`src/sv/wpsl_pkg.sv`:
```
package wpsl_pkg;

    // Width of the running byte count; the count sticks at its all-ones value.
    localparam int LENGTH_WIDTH = 32;

    localparam int WORD_BYTES  = 8;
    localparam int WORD_WIDTH  = 8 * WORD_BYTES;
    localparam int OFFSET_W    = $clog2(WORD_BYTES);
    localparam int STEP_W      = $clog2(WORD_BYTES + 1);
    localparam int OUT_WIDTH   = 32;

    localparam int QUEUE_DEPTH = 4;
    localparam int QPTR_W      = $clog2(QUEUE_DEPTH);
    localparam int QCNT_W      = $clog2(QUEUE_DEPTH + 1);

    localparam logic [63:0] LEN_MAX_WIDE = {64{1'b1}} >> (64 - LENGTH_WIDTH);
    localparam logic [LENGTH_WIDTH-1:0] LEN_MAX = LEN_MAX_WIDE[LENGTH_WIDTH-1:0];
    localparam logic [OUT_WIDTH-1:0] LEN_MAX_OUT = LEN_MAX_WIDE[OUT_WIDTH-1:0];

    // One classified word as it travels from the front to the back.
    typedef struct packed {
        logic              first;
        logic              found;
        logic [STEP_W-1:0] step;
    } wpsl_item_t;

endpackage

```
`src/sv/wpsl_front.sv`:
```
module wpsl_front (
    input  logic [wpsl_pkg::WORD_WIDTH-1:0] data_word,
    input  logic                            first_word,
    input  logic [wpsl_pkg::OFFSET_W-1:0]   byte_offset,
    output wpsl_pkg::wpsl_item_t            item
);
    import wpsl_pkg::*;

    logic [OFFSET_W-1:0]   start;
    logic [WORD_BYTES-1:0] zero_hit;
    logic [OFFSET_W-1:0]   hit_idx;
    logic                  hit_any;

    assign start = first_word ? byte_offset : '0;

    always_comb
    begin
        for (int i = 0; i < WORD_BYTES; i++)
        begin
            zero_hit[i] = (data_word[8*i +: 8] == 8'h00) && (OFFSET_W'(i) >= start);
        end
    end

    // Lowest zero byte at or above the start position.
    always_comb
    begin
        hit_idx = '0;
        hit_any = 1'b0;
        for (int i = WORD_BYTES - 1; i >= 0; i--)
        begin
            if (zero_hit[i])
            begin
                hit_idx = OFFSET_W'(i);
                hit_any = 1'b1;
            end
        end
    end

    always_comb
    begin
        item.first = first_word;
        item.found = hit_any;
        if (hit_any)
        begin
            item.step = STEP_W'(hit_idx) - STEP_W'(start);
        end
        else
        begin
            item.step = STEP_W'(WORD_BYTES) - STEP_W'(start);
        end
    end

endmodule

```
`src/sv/wpsl_queue.sv`:
```
module wpsl_queue (
    input  logic                 clk,
    input  logic                 rst_n,
    input  logic                 push,
    input  wpsl_pkg::wpsl_item_t push_item,
    output logic                 full,
    input  logic                 pop,
    output logic                 not_empty,
    output wpsl_pkg::wpsl_item_t pop_item
);
    import wpsl_pkg::*;

    wpsl_item_t        entry_reg [QUEUE_DEPTH];
    logic [QPTR_W-1:0] wr_ptr_reg;
    logic [QPTR_W-1:0] rd_ptr_reg;
    logic [QCNT_W-1:0] count_reg;
    logic [QCNT_W-1:0] count_next;

    assign full      = (count_reg == QCNT_W'(QUEUE_DEPTH));
    assign not_empty = (count_reg != '0);
    assign pop_item  = entry_reg[rd_ptr_reg];

    always_comb
    begin
        count_next = count_reg;
        if (push && !pop)
        begin
            count_next = count_reg + 1'b1;
        end
        else if (pop && !push)
        begin
            count_next = count_reg - 1'b1;
        end
    end

    always_ff @(posedge clk or negedge rst_n)
    begin
        if (!rst_n)
        begin
            wr_ptr_reg <= '0;
            rd_ptr_reg <= '0;
            count_reg  <= '0;
        end
        else
        begin
            count_reg <= count_next;
            if (push)
            begin
                wr_ptr_reg <= wr_ptr_reg + 1'b1;
            end
            if (pop)
            begin
                rd_ptr_reg <= rd_ptr_reg + 1'b1;
            end
        end
    end

    always_ff @(posedge clk)
    begin
        if (push)
        begin
            entry_reg[wr_ptr_reg] <= push_item;
        end
    end

endmodule

```
`src/sv/wpsl_back.sv`:
```
module wpsl_back (
    input  logic                              clk,
    input  logic                              rst_n,
    input  logic                              item_valid,
    input  wpsl_pkg::wpsl_item_t              item,
    output logic                              item_pop,
    output logic                              out_valid,
    input  logic                              out_ready,
    output logic [wpsl_pkg::OUT_WIDTH-1:0]    string_length,
    output logic                              length_saturated
);
    import wpsl_pkg::*;

    logic [LENGTH_WIDTH-1:0] bytes_reg;
    logic [LENGTH_WIDTH-1:0] bytes_next;
    logic                    open_reg;
    logic                    open_next;
    logic                    stuck_reg;
    logic                    stuck_next;
    logic                    out_valid_reg;
    logic                    out_valid_next;
    logic [OUT_WIDTH-1:0]    length_reg;
    logic                    sat_reg;

    logic [LENGTH_WIDTH-1:0] base;
    logic                    base_stuck;
    logic [LENGTH_WIDTH:0]   sum;
    logic [63:0]             bytes_wide;
    logic                    live;

    assign item_pop = item_valid && (!out_valid_reg || out_ready);

    // A new string restarts the count; otherwise only an open string counts.
    assign base       = item.first ? '0 : bytes_reg;
    assign base_stuck = item.first ? 1'b0 : stuck_reg;
    assign live       = item.first || open_reg;
    assign sum        = {1'b0, base} + (LENGTH_WIDTH + 1)'(item.step);

    always_comb
    begin
        bytes_next     = bytes_reg;
        stuck_next     = stuck_reg;
        open_next      = open_reg;
        out_valid_next = out_valid_reg && !out_ready;
        if (item_pop && live)
        begin
            if (base_stuck || sum[LENGTH_WIDTH])
            begin
                bytes_next = LEN_MAX;
                stuck_next = 1'b1;
            end
            else
            begin
                bytes_next = sum[LENGTH_WIDTH-1:0];
                stuck_next = 1'b0;
            end
            open_next = !item.found;
            if (item.found)
            begin
                out_valid_next = 1'b1;
            end
        end
    end

    assign bytes_wide = 64'(bytes_next);

    always_ff @(posedge clk or negedge rst_n)
    begin
        if (!rst_n)
        begin
            bytes_reg     <= '0;
            stuck_reg     <= 1'b0;
            open_reg      <= 1'b0;
            out_valid_reg <= 1'b0;
        end
        else
        begin
            bytes_reg     <= bytes_next;
            stuck_reg     <= stuck_next;
            open_reg      <= open_next;
            out_valid_reg <= out_valid_next;
        end
    end

    always_ff @(posedge clk)
    begin
        if (item_pop && live && item.found)
        begin
            length_reg <= bytes_wide[OUT_WIDTH-1:0];
            sat_reg    <= stuck_next;
        end
    end

    assign out_valid        = out_valid_reg;
    assign string_length    = length_reg;
    assign length_saturated = sat_reg;

endmodule

```
`src/sv/word_parallel_string_length.sv`:
```
// Channel   | Direction | tdata                          | tuser
// s_axis    | in        | [63:0] data_word               | [0] first_word, [3:1] byte_offset
// m_axis    | out       | [31:0] string_length           | [0] length_saturated
//
// One word is taken per cycle while the queue is not full; m_tvalid for a string's
// length rises from the back's output register once the word holding its terminator
// has left the queue, later by however long an earlier result stalls on m_tready.
// The front classifies each word in its accept cycle and writes it into a four-entry
// queue; the back applies one queued word per cycle to the count unless m_tready stalls.
// s_tready drops only when the queue is full, i.e. after m_tready stalls.
// Reset clears the queue, the count and the open-string flag.
module word_parallel_string_length (
    input  logic        clk,
    input  logic        rst_n,
    input  logic        s_tvalid,
    output logic        s_tready,
    input  logic [63:0] s_tdata,   // [63:0] data_word
    input  logic [3:0]  s_tuser,   // [0] first_word, [3:1] byte_offset
    output logic        m_tvalid,
    input  logic        m_tready,
    output logic [31:0] m_tdata,   // [31:0] string_length
    output logic [0:0]  m_tuser    // [0] length_saturated
);
    import wpsl_pkg::*;

    wpsl_item_t front_item;
    wpsl_item_t queue_item;
    logic       queue_full;
    logic       queue_valid;
    logic       queue_pop;
    logic       push;

    assign s_tready = !queue_full;
    assign push     = s_tvalid && !queue_full;

    wpsl_front u_front (
        .data_word   (s_tdata),
        .first_word  (s_tuser[0]),
        .byte_offset (s_tuser[3:1]),
        .item        (front_item)
    );

    wpsl_queue u_queue (
        .clk       (clk),
        .rst_n     (rst_n),
        .push      (push),
        .push_item (front_item),
        .full      (queue_full),
        .pop       (queue_pop),
        .not_empty (queue_valid),
        .pop_item  (queue_item)
    );

    wpsl_back u_back (
        .clk              (clk),
        .rst_n            (rst_n),
        .item_valid       (queue_valid),
        .item             (queue_item),
        .item_pop         (queue_pop),
        .out_valid        (m_tvalid),
        .out_ready        (m_tready),
        .string_length    (m_tdata),
        .length_saturated (m_tuser[0])
    );

endmodule

```
`config.mk`:
```
export PLATFORM = sky130hd
export DESIGN_NAME = word_parallel_string_length
export DESIGN_NICKNAME = d
export VERILOG_FILES = /design/src/sv/wpsl_pkg.sv /design/src/sv/wpsl_front.sv /design/src/sv/wpsl_queue.sv /design/src/sv/wpsl_back.sv /design/src/sv/word_parallel_string_length.sv
export SDC_FILE = /design/constraint.sdc
export NUM_CORES = 1
export LEC_CHECK = 0
export BUFFER_PORTS_ARGS = -buffer_cell sky130_fd_sc_hd__buf_2
export CAP_MARGIN = 20
export CORE_UTILIZATION = 45
export CTS_BUF_LIST = sky130_fd_sc_hd__clkbuf_8
export DETAILED_ROUTE_END_ITERATION = 6
export PLACE_DENSITY = 0.67
export SLEW_MARGIN = 20
export SYNTH_ARGS = -nofsm -noshare
export SYNTH_HDL_FRONTEND = slang
export SYNTH_SLANG_ARGS = --single-unit
```
`constraint.sdc`:
```
create_clock -name clk -period 5.65 [get_ports clk]
set_clock_uncertainty 0.05 [all_clocks]
set_input_delay 0.565 -clock clk [delete_from_list [all_inputs] [get_ports clk]]
set_output_delay 0.565 -clock clk [all_outputs]
set_load 0.01 [all_outputs]
```
Word level (Yosys, flattened, before mapping)
Memory sizes are Yosys's and may differ from the RTL's.
Cells that the tools add are included.

word-level totals
  register bits = 75
  latch bits = 0
  bits in writable memories = 24
  ROM bits = 0
  output and inout bits = 35
  memories kept = 1

cells by class
  $add $sub $neg = 7
  multipliers = 0
  divide/modulo/power cells = 0
  order comparisons = 8
  eq/ne operators = 1
  shift-type cells = 0
  muxes and demuxes = 30
  bitwise logic cells = 0
  reductions and logical operators = 34

memory list
  memory             words  bits a word  read ports  clocked after memory_dff  wr ports  line              RTL
  u_queue.entry_reg  4      6            1           0                         1         wpsl_queue.sv:13  wpsl_item_t entry_reg [QUEUE_DEPTH];

operators with widths
  kind                   count
  $mux W32               3
  $logic_not A8 Y1       8
  $add A32 B4 Y33        1
  $mux W3                11
  $logic_and A1 B1 Y1    15
  $mux W1                15
  $ge A3 B3 Y1 const A   4
  $ge A1 B3 Y1 const A   2
  $ge A2 B3 Y1 const A   2
  $logic_not A1 Y1       6
  $add A2 B1 Y2 const B  2
  $mux W4                1
  $sub A3 B3 Y4          1
  $sub A4 B3 Y4 const A  1
  $add A3 B1 Y3 const B  1
  $eq A3 B3 Y1 const B   1
  $logic_or A1 B1 Y1     3
  $reduce_bool A3 Y1     1
  $sub A3 B1 Y3 const B  1
  $reduce_bool A2 Y1     1

Longest topological paths before layout
  depth after elaboration = 13
  mapped depth = 16
  gate-level depth less buffers = 11

By module
A second synthesis with hierarchy kept.

unflattened totals
  cell total of the unflattened synthesis = 407
  area total of the unflattened synthesis = 4862.2 sq um

modules (own cells, without submodules)
  module                       times used  cells each  area each (sq um)  seq. area each (sq um)
  wpsl_back                    1           277         3179.3             1866.8
  wpsl_queue                   1           66          1263.7             895.9
  wpsl_front                   1           62          409.1              0.0
  word_parallel_string_length  1           2           10.0               0.0

Least setup slack after synthesis
Ideal clock, no wire load.

  path kind = flip-flop to flip-flop
  from = register u_queue.rd_ptr_reg[0]
  to = register u_back.length_reg[13], in the netlist u_back.string_length[13] (data pin)
  arrival time = 3116 ps
  data required time = 5338 ps
  setup slack = 2222 ps
  stages on the path, launching flop included = 15
  cell sequence = dfrtp_1 -> buf_2 -> mux2_2 -> clkbuf_1 -> and2_1 -> ha_1 -> fa_1 -> nand3_1 -> and2_1 -> clkbuf_1 -> nor4_4 -> a21o_1 -> buf_6 -> o21a_1 -> o22a_1

on the way
  cells in the longest elaborated chain, start to end = 6

ends and longest elaborated chain
  element                    line              RTL
  start: declaration         wpsl_queue.sv:15  logic [QPTR_W-1:0] rd_ptr_reg;
  start signal: assignment   wpsl_queue.sv:53  rd_ptr_reg <= rd_ptr_reg + 1'b1;
  $mem_v2 Z4 W6 (*)          -
  $mux W32                   wpsl_back.sv:34   assign base = item.first ? '0 : bytes_reg;
  $add A32 B4 Y33            wpsl_back.sv:37   assign sum = {1'b0, base} + (LENGTH_WIDTH + 1)'(item.step);
  $logic_or A1 B1 Y1         wpsl_back.sv:47   if (base_stuck || sum[LENGTH_WIDTH])
  $mux W32                   wpsl_back.sv:47
  $mux W32 (*)               wpsl_back.sv:45   if (item_pop && live)
  via u_back.bytes_next[13]  wpsl_back.sv:15   logic [LENGTH_WIDTH-1:0] bytes_next;
  end signal: assignment     wpsl_back.sv:89   length_reg <= bytes_wide[OUT_WIDTH-1:0];
  end: declaration           wpsl_back.sv:22   logic [OUT_WIDTH-1:0] length_reg;

Mark *: on every way through the listed nets, which the timed path passes. The rest lies on a longest branch.
A chain may end at the register's enable or synchronous reset.

Worst setup path in the final report
  from = register u_queue.rd_ptr_reg[0]
  to = register u_back.length_reg[23], in the netlist u_back.string_length[23] (data pin)

Same word-level chain as after synthesis.

==> impl_metrics.json <==
{
  "routed_via_density": 5.73,
  "critical_path_buf_inv_count": 0,
  "cts_htree_levels": 3,
  "status": "complete, no violations",
  "netlist_top_cells_count": "sky130_fd_sc_hd__edfxtp_1, sky130_fd_sc_hd__dfrtp_1, sky130_fd_sc_hd__a21oi_1, sky130_fd_sc_hd__nor2_1, sky130_fd_sc_hd__nand2_1",
  "grt.total_usage": 0.201,
  "worst_ep_arrival_time_ns": 4.19,
  "final_nets": 593,
  "rsz0062_at_grt": "no",
  "synthToLayoutAreaGrowth_pct": 18.0,
  "critical_path_peak_fanout": 22,
  "drcViolationCount": 0,
  "cts_root_buffer": "sky130_fd_sc_hd__clkbuf_8",
  "synth_area_leaders": "sky130_fd_sc_hd__edfxtp_1, sky130_fd_sc_hd__dfrtp_1, sky130_fd_sc_hd__a21oi_1",
  "critPathLaunchType": "flop",
  "synth-edff-count": 57,
  "num_vias": 3709,
  "max_slew.worst_pin.slew_ns": 1.11,
  "floorplan.die_area_mm2": 0.0112,
  "dieHeight_um": 106,
  "async_reset_ff_frac": 0.424,
  "minimum_clock_period_ns": 4.13,
  "dr.pass1.iters": 4,
  "synthesis.instances": 402,
  "synth-seq-cells": 99,
  "cp_cell_sequence": "mux2_2 -> and2_1 -> ha_1 -> fa_1 -> nand3_1 -> and2_1 -> nor4_4 -> a21oi_2 -> a21oi_1 -> o22a_1",
  "detailedRoute.firstIterationViolations": 208,
  "final-setup-viol-count": 0,
  "clock_sinks": 99,
  "globalplace.congestion": 0.874,
  "synth_area_mm2": 0.00485,
  "worst_path_most_repeated_cell": "sky130_fd_sc_hd__and2_1",
  "share_of_power_burned_in_registers": 0.393,
  "final.fill_count": 896,
  "drive_above_1_share": 0.278,
  "floorplan.rows": 37,
  "diodes": 0,
  "global_route_wire_length_before_repair_um": 17400,
  "cts_buffers": 9,
  "cts-hold-fix-buffers": 0,
  "synth.distinct_cells": 55,
  "tritoncts": "yes",
  "share_of_the_synthesized_area_in_the_top_cell_type": 0.353,
  "cts_setup_buffers": 0,
  "final_min_period_over_clock_period": 0.731,
  "core_mm2": 0.0104,
  "dpl.hpwl_um": 7530,
  "worst_ep_required_time_ns": 5.71,
  "swShare": 0.398,
  "die-width_um": 106,
  "power_density_mw_per_mm2": 646,
  "antenna_violations_before_repair": 0,
  "design.portCount": 107,
  "slowest_cell_on_the_critical_path": "sky130_fd_sc_hd__a21oi_2",
  "final_report_max_slew_violation_count": 0,
  "ys_seq_area_frac": 0.569,
  "initial_core_util": 0.468,
  "overflow": 0,
  "yosys.cell_count.top_type": "sky130_fd_sc_hd__edfxtp_1",
  "reg2reg_setup_slack_ns": 1.52,
  "reg2reg_depth": 10,
  "crit_start": "u_queue.rd_ptr_reg[0]$_DFFE_PN0P_",
  "seqCellArea_mm2": 0.00276,
  "pre_cts_slack_ns": 1.58,
  "criticalPathCategory": "reg -> reg",
  "totalNegativeSetupSlack_ns": 0,
  "clkTransAtPathRegs_ns": 0.09,
  "fmax_mhz": 242,
  "hold_violations": 0,
  "hold_path.class": "in -> async",
  "avgSynthCellArea_um2": 12.1,
  "ir_worst_vdd_v": 0.000287,
  "pin_count_of_the_biggest_net_entering_global_routing": 43,
  "net-switching-power_mw": 1.47,
  "route.detailed.wl_per_inst_um": 16.3,
  "synth_fp_nets": 489,
  "power_report.internal_total_mw": 2.23,
  "crit_path_end_kind": "flop",
  "numPortBuffers": 106,
  "setup_ws_ns": 1.52,
  "multiInputGateArea_mm2": 0.00194,
  "drt_wl_total_um": 10600,
  "post-synth-top-area-cell": "sky130_fd_sc_hd__edfxtp_1",
  "slew_headroom": 0.261,
  "r2r-end": "u_back.string_length[23]$_DFFE_PP_",
  "slowest_delay_ns": 0.81,
  "grt_pass1_vias": 3627,
  "r2r-start": "u_queue.rd_ptr_reg[0]$_DFFE_PN0P_",
  "timing.max_cap.violations": 0,
  "power.leakage_nw": 2.37,
  "combPwrFrac": 0.459,
  "drt.antenna.violating_nets": 0,
  "synth_ff_type": "sky130_fd_sc_hd__edfxtp_1",
  "critPathTopFamily": "compound AO/OA/AOI/OAI gates",
  "synth_warnings": 0,
  "clock_latency_ns": 0.37,
  "power_frac_clock": 0.147,
  "cts.path.max_buffers": 2,
  "cts-resized-gates": 0
}
## layout make-up
class / count / share of cell area
tap: 136 / 0.0297
inverter: 13 / 0.00852
clock buffer: 11 / 0.0264
sequential: 99 / 0.482
clock inverter: 5 / 0.0177
multi-input combinational: 274 / 0.338
timing repair buffer: 109 / 0.0970
## how the worst max path moves through the flow
stage	cells after the start	slack, ns	endpoint
floorplan	14	2.22	u_back.string_length[13]$_DFFE_PP_
global placement	10	1.67	u_back.string_length[29]$_DFFE_PP_
detailed placement	10	1.58	u_back.string_length[23]$_DFFE_PP_
CTS	10	1.55	u_back.string_length[23]$_DFFE_PP_
global route	10	1.20	u_back.string_length[30]$_DFFE_PP_
finish	10	1.52	u_back.string_length[23]$_DFFE_PP_
## logic make-up after synthesis
family / Yosys count / share of synthesized area
buffers and inverters: 29 / 0.0317
xor gates and xnor gates: 9 / 0.0162
DFF: 99 / 0.569
AOI/OAI and AO/OA: 118 / 0.163
adders and majority gates: 15 / 0.0433
muxes: 10 / 0.0348
and+or+nand+nor: 122 / 0.142
## placed cells by master (no fill, tap or decap), types with 12 or more instances in the layout
| cell type | n |
|---|---|
| sky130_fd_sc_hd__o21ai_0 | 14 |
| sky130_fd_sc_hd__nand2_1 | 18 |
| sky130_fd_sc_hd__o21a_1 | 12 |
| sky130_fd_sc_hd__o22a_1 | 14 |
| sky130_fd_sc_hd__and3_1 | 13 |
| sky130_fd_sc_hd__inv_1 | 14 |
| sky130_fd_sc_hd__a21oi_1 | 35 |
| sky130_fd_sc_hd__dfrtp_1 | 42 |
| sky130_fd_sc_hd__nor4_1 | 16 |
| sky130_fd_sc_hd__edfxtp_1 | 57 |
| sky130_fd_sc_hd__buf_2 | 105 |
| sky130_fd_sc_hd__ha_1 | 12 |
| sky130_fd_sc_hd__nor2_1 | 21 |
## per-layer routing
layer  GRT usage  vias up  wire [um]
met5           0        -          0
met1       0.252     1827       4530
li1            -     1768          -
met3      0.0445       10        478
met2       0.349      104       5430
met4      0.0585        0        121
## stage by stage
step | util | instance area [um2] | hold WS (ns) | power [mW] | cells
CTS | 0.552 | 5720 | 0.336 | 3.71 | 647
global route | 0.552 | 5730 | 0.170 | 3.98 | 647
global placement | 0.528 | 5470 | 0.434 | 3.12 | 631
finish | 0.552 | 5730 | 0.137 | 3.70 | 647
floorplan | - | 4850 | 0.219 | 2.72 | 402
detailed placement | 0.528 | 5470 | 0.442 | 3.16 | 631
## power by group through the flow
stage                     clock [mW]  sequential [mW]  combinational (mW)
after floorplan                    0             1.46                1.26
after global placement             0             1.47                1.65
after detailed placement           0             1.47                1.70
after CTS                      0.556             1.46                1.70
after global routing           0.583             1.49                1.90
final                          0.545             1.46                1.70
(Power assumes the default switching activity.)
